**src/rtl/damped_comb_filter_macros.svh**
```systemverilog
// ----------------------------------------------------------------------------
// damped comb filter assertion macros
// clocked checks on i_clk, quiet while i_rst_n is low
// ----------------------------------------------------------------------------
`ifndef DAMPED_COMB_FILTER_MACROS_SVH
`define DAMPED_COMB_FILTER_MACROS_SVH

// consequent checked in the same cycle
`define DCF_ASSERT_NOW(label, ante, cons, msg) \
    label: assert property (@(posedge i_clk) disable iff (!i_rst_n) (ante) |-> (cons)) \
        else $error(msg);

// consequent checked in the next cycle
`define DCF_ASSERT_NEXT(label, ante, cons, msg) \
    label: assert property (@(posedge i_clk) disable iff (!i_rst_n) (ante) |=> (cons)) \
        else $error(msg);

`endif

```
**src/rtl/dcf_pkg.sv**
```systemverilog
// ----------------------------------------------------------------------------
// dcf_pkg
// shared types and constants of the damped comb filter
// ----------------------------------------------------------------------------
package dcf_pkg;

    // field and register widths
    localparam int SAMPLE_BITS = 24;
    localparam int DELAY_CFG_W = 13;
    localparam int GAIN_W      = 16;
    localparam int DAMP_W      = 16;
    localparam int MODE_W      = 2;
    localparam int CFG_IDX_W   = 2;
    localparam int CFG_DATA_W  = 16;
    localparam int FRAC_W      = 15;

    // register reset values and limits
    localparam logic [DELAY_CFG_W-1:0] DELAY_RESET = 13'd480;
    localparam logic [DAMP_W-1:0]      DAMP_ONE    = 16'h8000;

    // register indexes
    localparam logic [CFG_IDX_W-1:0] REG_DELAY_SAMPLES  = 2'd0;
    localparam logic [CFG_IDX_W-1:0] REG_FEEDBACK_GAIN  = 2'd1;
    localparam logic [CFG_IDX_W-1:0] REG_DAMPING_FACTOR = 2'd2;
    localparam logic [CFG_IDX_W-1:0] REG_COMB_MODE      = 2'd3;

    // filter modes, any other code runs the dual path
    localparam logic [MODE_W-1:0] MODE_FEEDFORWARD = 2'd0;
    localparam logic [MODE_W-1:0] MODE_DAMPED      = 2'd1;

    typedef logic signed [SAMPLE_BITS-1:0] t_sample;

    typedef struct packed {
        logic    channel;
        t_sample in_sample;
    } t_in_item;

    typedef struct packed {
        logic    out_channel;
        t_sample out_sample;
    } t_out_item;

    // stage controls from the sequencer to the arithmetic unit
    typedef struct packed {
        logic                     ld_damp;
        logic                     ld_gain;
        logic [MODE_W-1:0]        mode;
        logic [DAMP_W-1:0]        damping;
        logic signed [GAIN_W-1:0] gain;
    } t_arith_ctl;

    typedef enum logic [1:0] {
        ST_IDLE,
        ST_DAMP,
        ST_GAIN,
        ST_DONE
    } t_state;

endpackage

```
**src/rtl/dcf_arith.sv**
```systemverilog
// ----------------------------------------------------------------------------
// dcf_arith
// damping blend, gain multiply, rounding and saturation
// ----------------------------------------------------------------------------
module dcf_arith (
    input  logic                i_clk,
    input  dcf_pkg::t_arith_ctl i_ctl,
    input  dcf_pkg::t_sample    i_delayed,
    input  dcf_pkg::t_sample    i_prev,
    input  dcf_pkg::t_sample    i_x,
    output dcf_pkg::t_sample    o_y
);
    import dcf_pkg::*;

    localparam int DIFF_W = SAMPLE_BITS + 1;
    localparam int DMP_W  = DAMP_W + 2;
    localparam int PD_W   = DIFF_W + DMP_W;
    localparam int OP_W   = SAMPLE_BITS + 2;
    localparam int PG_W   = OP_W + GAIN_W;
    localparam int Y_W    = SAMPLE_BITS + 3;

    localparam logic signed [PD_W-1:0] HALF_D    = PD_W'(1) << (FRAC_W - 1);
    localparam logic signed [PG_W-1:0] HALF_G    = PG_W'(1) << (FRAC_W - 1);
    localparam logic signed [PG_W-1:0] HALF_DUAL = PG_W'(1) << FRAC_W;
    localparam logic signed [Y_W-1:0]  SAT_HI    =
        {{(Y_W - SAMPLE_BITS + 1){1'b0}}, {(SAMPLE_BITS - 1){1'b1}}};
    localparam logic signed [Y_W-1:0]  SAT_LO    = ~SAT_HI;

    logic signed [DIFF_W-1:0] diff;
    logic signed [DMP_W-1:0]  dmp_s;
    logic signed [PD_W-1:0]   prod_d;
    logic signed [PD_W-1:0]   r_prod_d;
    t_sample                  r_delayed;
    logic signed [PD_W-1:0]   sum_d;
    logic signed [DIFF_W-1:0] damp_step;
    logic signed [DIFF_W-1:0] damped;
    logic signed [OP_W-1:0]   gain_op;
    logic signed [PG_W-1:0]   prod_g;
    logic signed [PG_W-1:0]   r_prod_g;
    logic                     r_dual;
    logic signed [PG_W-1:0]   sum_g;
    logic signed [Y_W-1:0]    scaled;
    logic signed [Y_W-1:0]    total;

    // damping stage: (prev - delayed) * damping
    assign diff   = DIFF_W'(i_prev) - DIFF_W'(i_delayed);
    assign dmp_s  = {2'b00, i_ctl.damping};
    assign prod_d = PD_W'(diff) * PD_W'(dmp_s);

    always_ff @(posedge i_clk) begin
        if (i_ctl.ld_damp) begin
            r_prod_d  <= prod_d;
            r_delayed <= i_delayed;
        end
    end

    // damped value = delayed + round(step / 2^15), stays between prev and delayed
    assign sum_d     = r_prod_d + HALF_D;
    assign damp_step = DIFF_W'(sum_d >>> FRAC_W);
    assign damped    = DIFF_W'(r_delayed) + damp_step;

    // gain operand by mode
    always_comb begin
        case (i_ctl.mode)
            MODE_FEEDFORWARD: gain_op = OP_W'(r_delayed);
            MODE_DAMPED:      gain_op = OP_W'(damped);
            default:          gain_op = OP_W'(r_delayed) + OP_W'(damped);
        endcase
    end

    assign prod_g = PG_W'(gain_op) * PG_W'(i_ctl.gain);

    always_ff @(posedge i_clk) begin
        if (i_ctl.ld_gain) begin
            r_prod_g <= prod_g;
            r_dual   <= (i_ctl.mode != MODE_FEEDFORWARD) && (i_ctl.mode != MODE_DAMPED);
        end
    end

    // round, the dual path takes one more bit for the one half
    always_comb begin
        if (r_dual) begin
            sum_g  = r_prod_g + HALF_DUAL;
            scaled = Y_W'(sum_g >>> (FRAC_W + 1));
        end else begin
            sum_g  = r_prod_g + HALF_G;
            scaled = Y_W'(sum_g >>> FRAC_W);
        end
    end

    // add input and saturate
    assign total = Y_W'(i_x) + scaled;

    always_comb begin
        if (total > SAT_HI) begin
            o_y = SAMPLE_BITS'(SAT_HI);
        end else if (total < SAT_LO) begin
            o_y = SAMPLE_BITS'(SAT_LO);
        end else begin
            o_y = SAMPLE_BITS'(total);
        end
    end

endmodule
```
**config.mk**
```make
export PLATFORM = sky130hd
export DESIGN_NAME = dcf_arith
export DESIGN_NICKNAME = d
export VERILOG_FILES = /design/src/rtl/damped_comb_filter_macros.svh /design/src/rtl/dcf_pkg.sv /design/src/rtl/dcf_arith.sv
export SDC_FILE = /design/constraint.sdc
export NUM_CORES = 2
export LEC_CHECK = 0
export BUFFER_PORTS_ARGS = -buffer_cell sky130_fd_sc_hd__buf_2
export CORE_AREA = 4 4 255 257
export CTS_CLUSTER_SIZE = 8
export DETAILED_ROUTE_END_ITERATION = 10
export DIE_AREA = 0 0 259 261
export PLACE_DENSITY_LB_ADDON = 0.15
export SLEW_MARGIN = 40
export SYNTH_ARGS = -nofsm -noshare
export SYNTH_HDL_FRONTEND = slang
export SYNTH_SLANG_ARGS = --single-unit
```
**constraint.sdc**
```tcl
create_clock -name i_clk -period 20.7 [get_ports i_clk]
set_input_delay 4.14 -clock i_clk [delete_from_list [all_inputs] [get_ports i_clk]]
set_output_delay 4.14 -clock i_clk [all_outputs]
set_load 0.03 [all_outputs]
```
==> metrics.log <==
[metrics] final instance area: around 39000 um2
[metrics] Post-DP Area: just under 40000 um2
[metrics] final setup violating endpoints: 0
[metrics] number of enable flip-flop cells after synthesis: a little under 80
[metrics] Synth area leaders: sky130_fd_sc_hd__fa_1 (42%), sky130_fd_sc_hd__ha_1 (10%), sky130_fd_sc_hd__inv_1 (9.2%)
[metrics] critical path peak fanout: 16
[metrics] number of port buffers: around 130
[metrics] startpoint kind of the worst setup timing path: input port
[metrics] period utilization: between 60% and 70%
[metrics] clock root buffer: sky130_fd_sc_hd__clkbuf_16
[metrics] wire length of the first global-routing pass: roughly 150000 um
[metrics] Routed WL per cell: approximately 18 um
[metrics] worst reg2reg path endpoint: r_prod_g[41]
[metrics] Die ar.: roughly 68000 um2
[metrics] worst setup path category: in2reg
[metrics] Util after Layout: 62.4%
[metrics] Hold Crit Endpoint: r_prod_g[14]
[metrics] max incr delay on CP: 560 ps
[metrics] DRC Markers: 0
[metrics] setup slack, reg-to-reg: a little over 8000 ps
[metrics] Clk pin slew, worst setup/hold paths: 80 ps
[metrics] critical path endpoint category: register
[metrics] sequential cell area fraction in the yosys report: under 10%
[metrics] worst hold-check path type: reg2reg
[metrics] most frequent cells after synthesis: sky130_fd_sc_hd__inv_1 (911), sky130_fd_sc_hd__fa_1 (777), sky130_fd_sc_hd__nand2_1 (523), sky130_fd_sc_hd__and2_1 (312), sky130_fd_sc_hd__ha_1 (302)
[metrics] count of warnings emitted by yosys: 0
[metrics] Max-Cap Viols: 0
[metrics] global-route usage over all layers: 28.4%
[metrics] area grow syn2layout: 4.75%
[metrics] post-synth net total: approximately 5.4k
[metrics] Tmin final: 12910 ps
[metrics] initial antenna violation count: 0
[metrics] Max stage delay cell, worst path: sky130_fd_sc_hd__fa_1
[metrics] critical path required time: 20810 ps
[metrics] final hold violation count: 0
[metrics] portion of synthesized cell area occupied by the leading cell type: 41.6%
[metrics] clock skew after layout: 11.5 ps
[metrics] Core ar.: around 63000 um2
[metrics] cell accounting for the most synthesized area: sky130_fd_sc_hd__fa_1
[metrics] routed length on met2: between 40000 and 50000 um
[metrics] number of standard-cell rows in the floorplan: between 90 and 100
[metrics] cts bufs inserted: 9
[metrics] vias: around 28k
[metrics] length of the first detailed-routing pass in iterations: 7
[metrics] total routed wire length on the met1 layer: 37900 um
[metrics] hold buffer count at cts: 0
[metrics] Max transition margin: ~47%
[metrics] flip-flop cell with the highest count after synthesis: sky130_fd_sc_hd__edfxtp_1
[metrics] number of global-route vias before repair: around 30k
[metrics] share of flip-flops with an asynchronous set or reset: 0%
[metrics] total count of max-transition violations in the final report: 0
[metrics] Post-CTS Setup Bufs: 0
[metrics] Fmax achieved: 0.0775 GHz
[metrics] insertion delay to the later sink of the worst-skew pair: about 380 ps
[metrics] library cell with the highest instance count after synthesis: sky130_fd_sc_hd__inv_1
[metrics] drt total wl: 92000 um
[metrics] Clock Sinks: a little under 80
[metrics] CTS H-Tree Depth: 3
[metrics] number of cells on the worst hold path: 6
[metrics] width of the chip: roughly 260 um
[metrics] half-perimeter wire length after detailed placement: around 75000 um
[metrics] remaining antenna violation count after routing: 0
[metrics] critical path arrival: around 13000 ps
[metrics] CTS-repair resized insts: 0
[metrics] initial drt markers: about 1.9k
[metrics] TritonCTS clock tree: built
[metrics] number of ports placed on the die boundary: 133
[metrics] combined area of all synthesized cells: about 37000 um2
[metrics] RSZ-0062 raised after global routing: no
[metrics] Worst Hold Launch: r_delayed[0]
[metrics] top sig layer: met4
[metrics] count of cell types in the netlist: 83
[metrics] number of storage elements in the synthesis netlist: 79
[metrics] height of the die: 261 um
[metrics] largest net degree at the start of global routing: 75
[metrics] Initial Util: around three fifths
[metrics] Avg Inst Size Synth: 8.85 um2
[metrics] Antenna Diode Count: 0
[metrics] result of the run: complete, no violations
[metrics] detailed route wirelength on metal3: ~5600 um
[metrics] nets: ~5.4k
[metrics] placer's final routability congestion estimate: a little over 0.9
[metrics] total negative setup slack: 0 ps
[metrics] startpoint of the lowest-slack register-to-register path: r_prod_d[16]
[metrics] Post-Syn Instances: ~4.2k
[metrics] clock tree buffer depth: 2
[metrics] count of fill cells added during filler insertion: about 5.5k
[metrics] via density per instance: around 5.6
[metrics] layout cell share with drive strength beyond 1: 5.86%
[metrics] cell repeated most along the worst path: sky130_fd_sc_hd__fa_1
[metrics] slew at the pin with the worst max-slew slack: roughly 800 ps
[metrics] overflow left after global routing: 0
[metrics] number of cells on the worst reg-to-reg path: 40
==> registers in the layout (all words and copies together) (netlist names) <==
name	cells
r_prod_d	26
r_prod_g	28
r_dual	1
r_delayed	24
==> per-layer routing <==
| metal | up-vias | track usage (%) |
|---|---|---|
| met2 | 934 | 49.3 |
| met3 | 162 | 3.08 |
| met5 | - | 0 |
| li1 | 12989 | - |
| met1 | 14233 | 38.2 |
| met4 | 0 | 8.22 |
==> cell type report <==
| type | count | area (um2) | share of cell area [%] |
|---|---|---|---|
| clock buffers | 9 | 225 | 0.575 |
| multi-input cells | 3069 | 31000 | 79.3 |
| flip-flops and latches | 79 | 2370 | 6.06 |
| clock inverters | 7 | 80.1 | 0.205 |
| repair buffers | 172 | 961 | 2.45 |
| well taps | 846 | 1060 | 2.70 |
| inverters | 912 | 3420 | 8.74 |
==> placed cells by master, fill, tap and decap left out, types with 9 or more instances in the layout <==
cell type | netlist | routed
sky130_fd_sc_hd__buf_4 | 0 | 40
sky130_fd_sc_hd__fa_1 | 777 | 777
sky130_fd_sc_hd__a21oi_1 | 155 | 154
sky130_fd_sc_hd__nand3_1 | 60 | 60
sky130_fd_sc_hd__nor2_1 | 122 | 122
sky130_fd_sc_hd__clkbuf_16 | 0 | 9
sky130_fd_sc_hd__ha_1 | 302 | 302
sky130_fd_sc_hd__and3_1 | 38 | 38
sky130_fd_sc_hd__o21bai_1 | 15 | 15
sky130_fd_sc_hd__a31oi_1 | 16 | 16
sky130_fd_sc_hd__nand2b_1 | 30 | 30
sky130_fd_sc_hd__or2_2 | 12 | 12
sky130_fd_sc_hd__nor3_1 | 24 | 24
sky130_fd_sc_hd__edfxtp_1 | 79 | 79
sky130_fd_sc_hd__nor2b_1 | 59 | 59
sky130_fd_sc_hd__and2_4 | 12 | 12
sky130_fd_sc_hd__xnor2_1 | 148 | 148
sky130_fd_sc_hd__o211ai_1 | 10 | 10
sky130_fd_sc_hd__inv_1 | 911 | 910
sky130_fd_sc_hd__a211o_1 | 9 | 9
sky130_fd_sc_hd__o21ai_0 | 86 | 77
sky130_fd_sc_hd__and2_1 | 312 | 312
sky130_fd_sc_hd__a211oi_1 | 14 | 13
sky130_fd_sc_hd__a21o_1 | 80 | 80
sky130_fd_sc_hd__buf_2 | 9 | 132
sky130_fd_sc_hd__nand2_1 | 523 | 523
sky130_fd_sc_hd__xor2_1 | 71 | 71
sky130_fd_sc_hd__mux2i_1 | 20 | 19
sky130_fd_sc_hd__or3_1 | 13 | 13
sky130_fd_sc_hd__o21a_1 | 19 | 19
sky130_fd_sc_hd__nand4_1 | 17 | 17
==> kinds of logic after synthesis <==
group	synth area share [%]
and+or+nand+nor	17.0
DFF	6.35
AOI/OAI and AO/OA	8.28
buffers and inverters	10.9
adders and majority gates	51.7
xor gates and xnor gates	5.13
muxes	0.666
==> how the worst max path moves through the flow <==
stage,from,to,slack [ps]
after global placement,i_prev[0],r_prod_d[39],7520
after detailed placement,i_prev[0],r_prod_d[39],7350
after CTS,i_prev[0],r_prod_d[39],7770
final,i_prev[0],r_prod_d[39],7790
after global routing,i_prev[0],r_prod_d[39],7360
after floorplan,i_prev[0],r_prod_d[39],8550
==> through the flow <==
step | hold WS, ps | std cells | worst slack, ps
finish | 1960 | 5094 | 7790
global route | 1980 | 5094 | 7360
CTS | 1950 | 5094 | 7770
detailed placement | 1920 | 5078 | 7350
global placement | 1910 | 5078 | 7520
floorplan | 1200 | 4222 | 8550
==> worst max-delay path: cells and delay by family <==
| family | cells | cell delay [ps] |
|---|---|---|
| AND/OR/NAND/NOR | 4 | 530 |
| buffers and inverters | 7 | 590 |
| AO/OA/AOI/OAI | 12 | 3560 |
| adder cells (fa/ha/maj) | 9 | 3930 |
| XOR/XNOR | 2 | 230 |
Power is left out: the tool's default activity adds up to more than one toggle a clock period on the data nets, which glitch-free logic cannot reach.
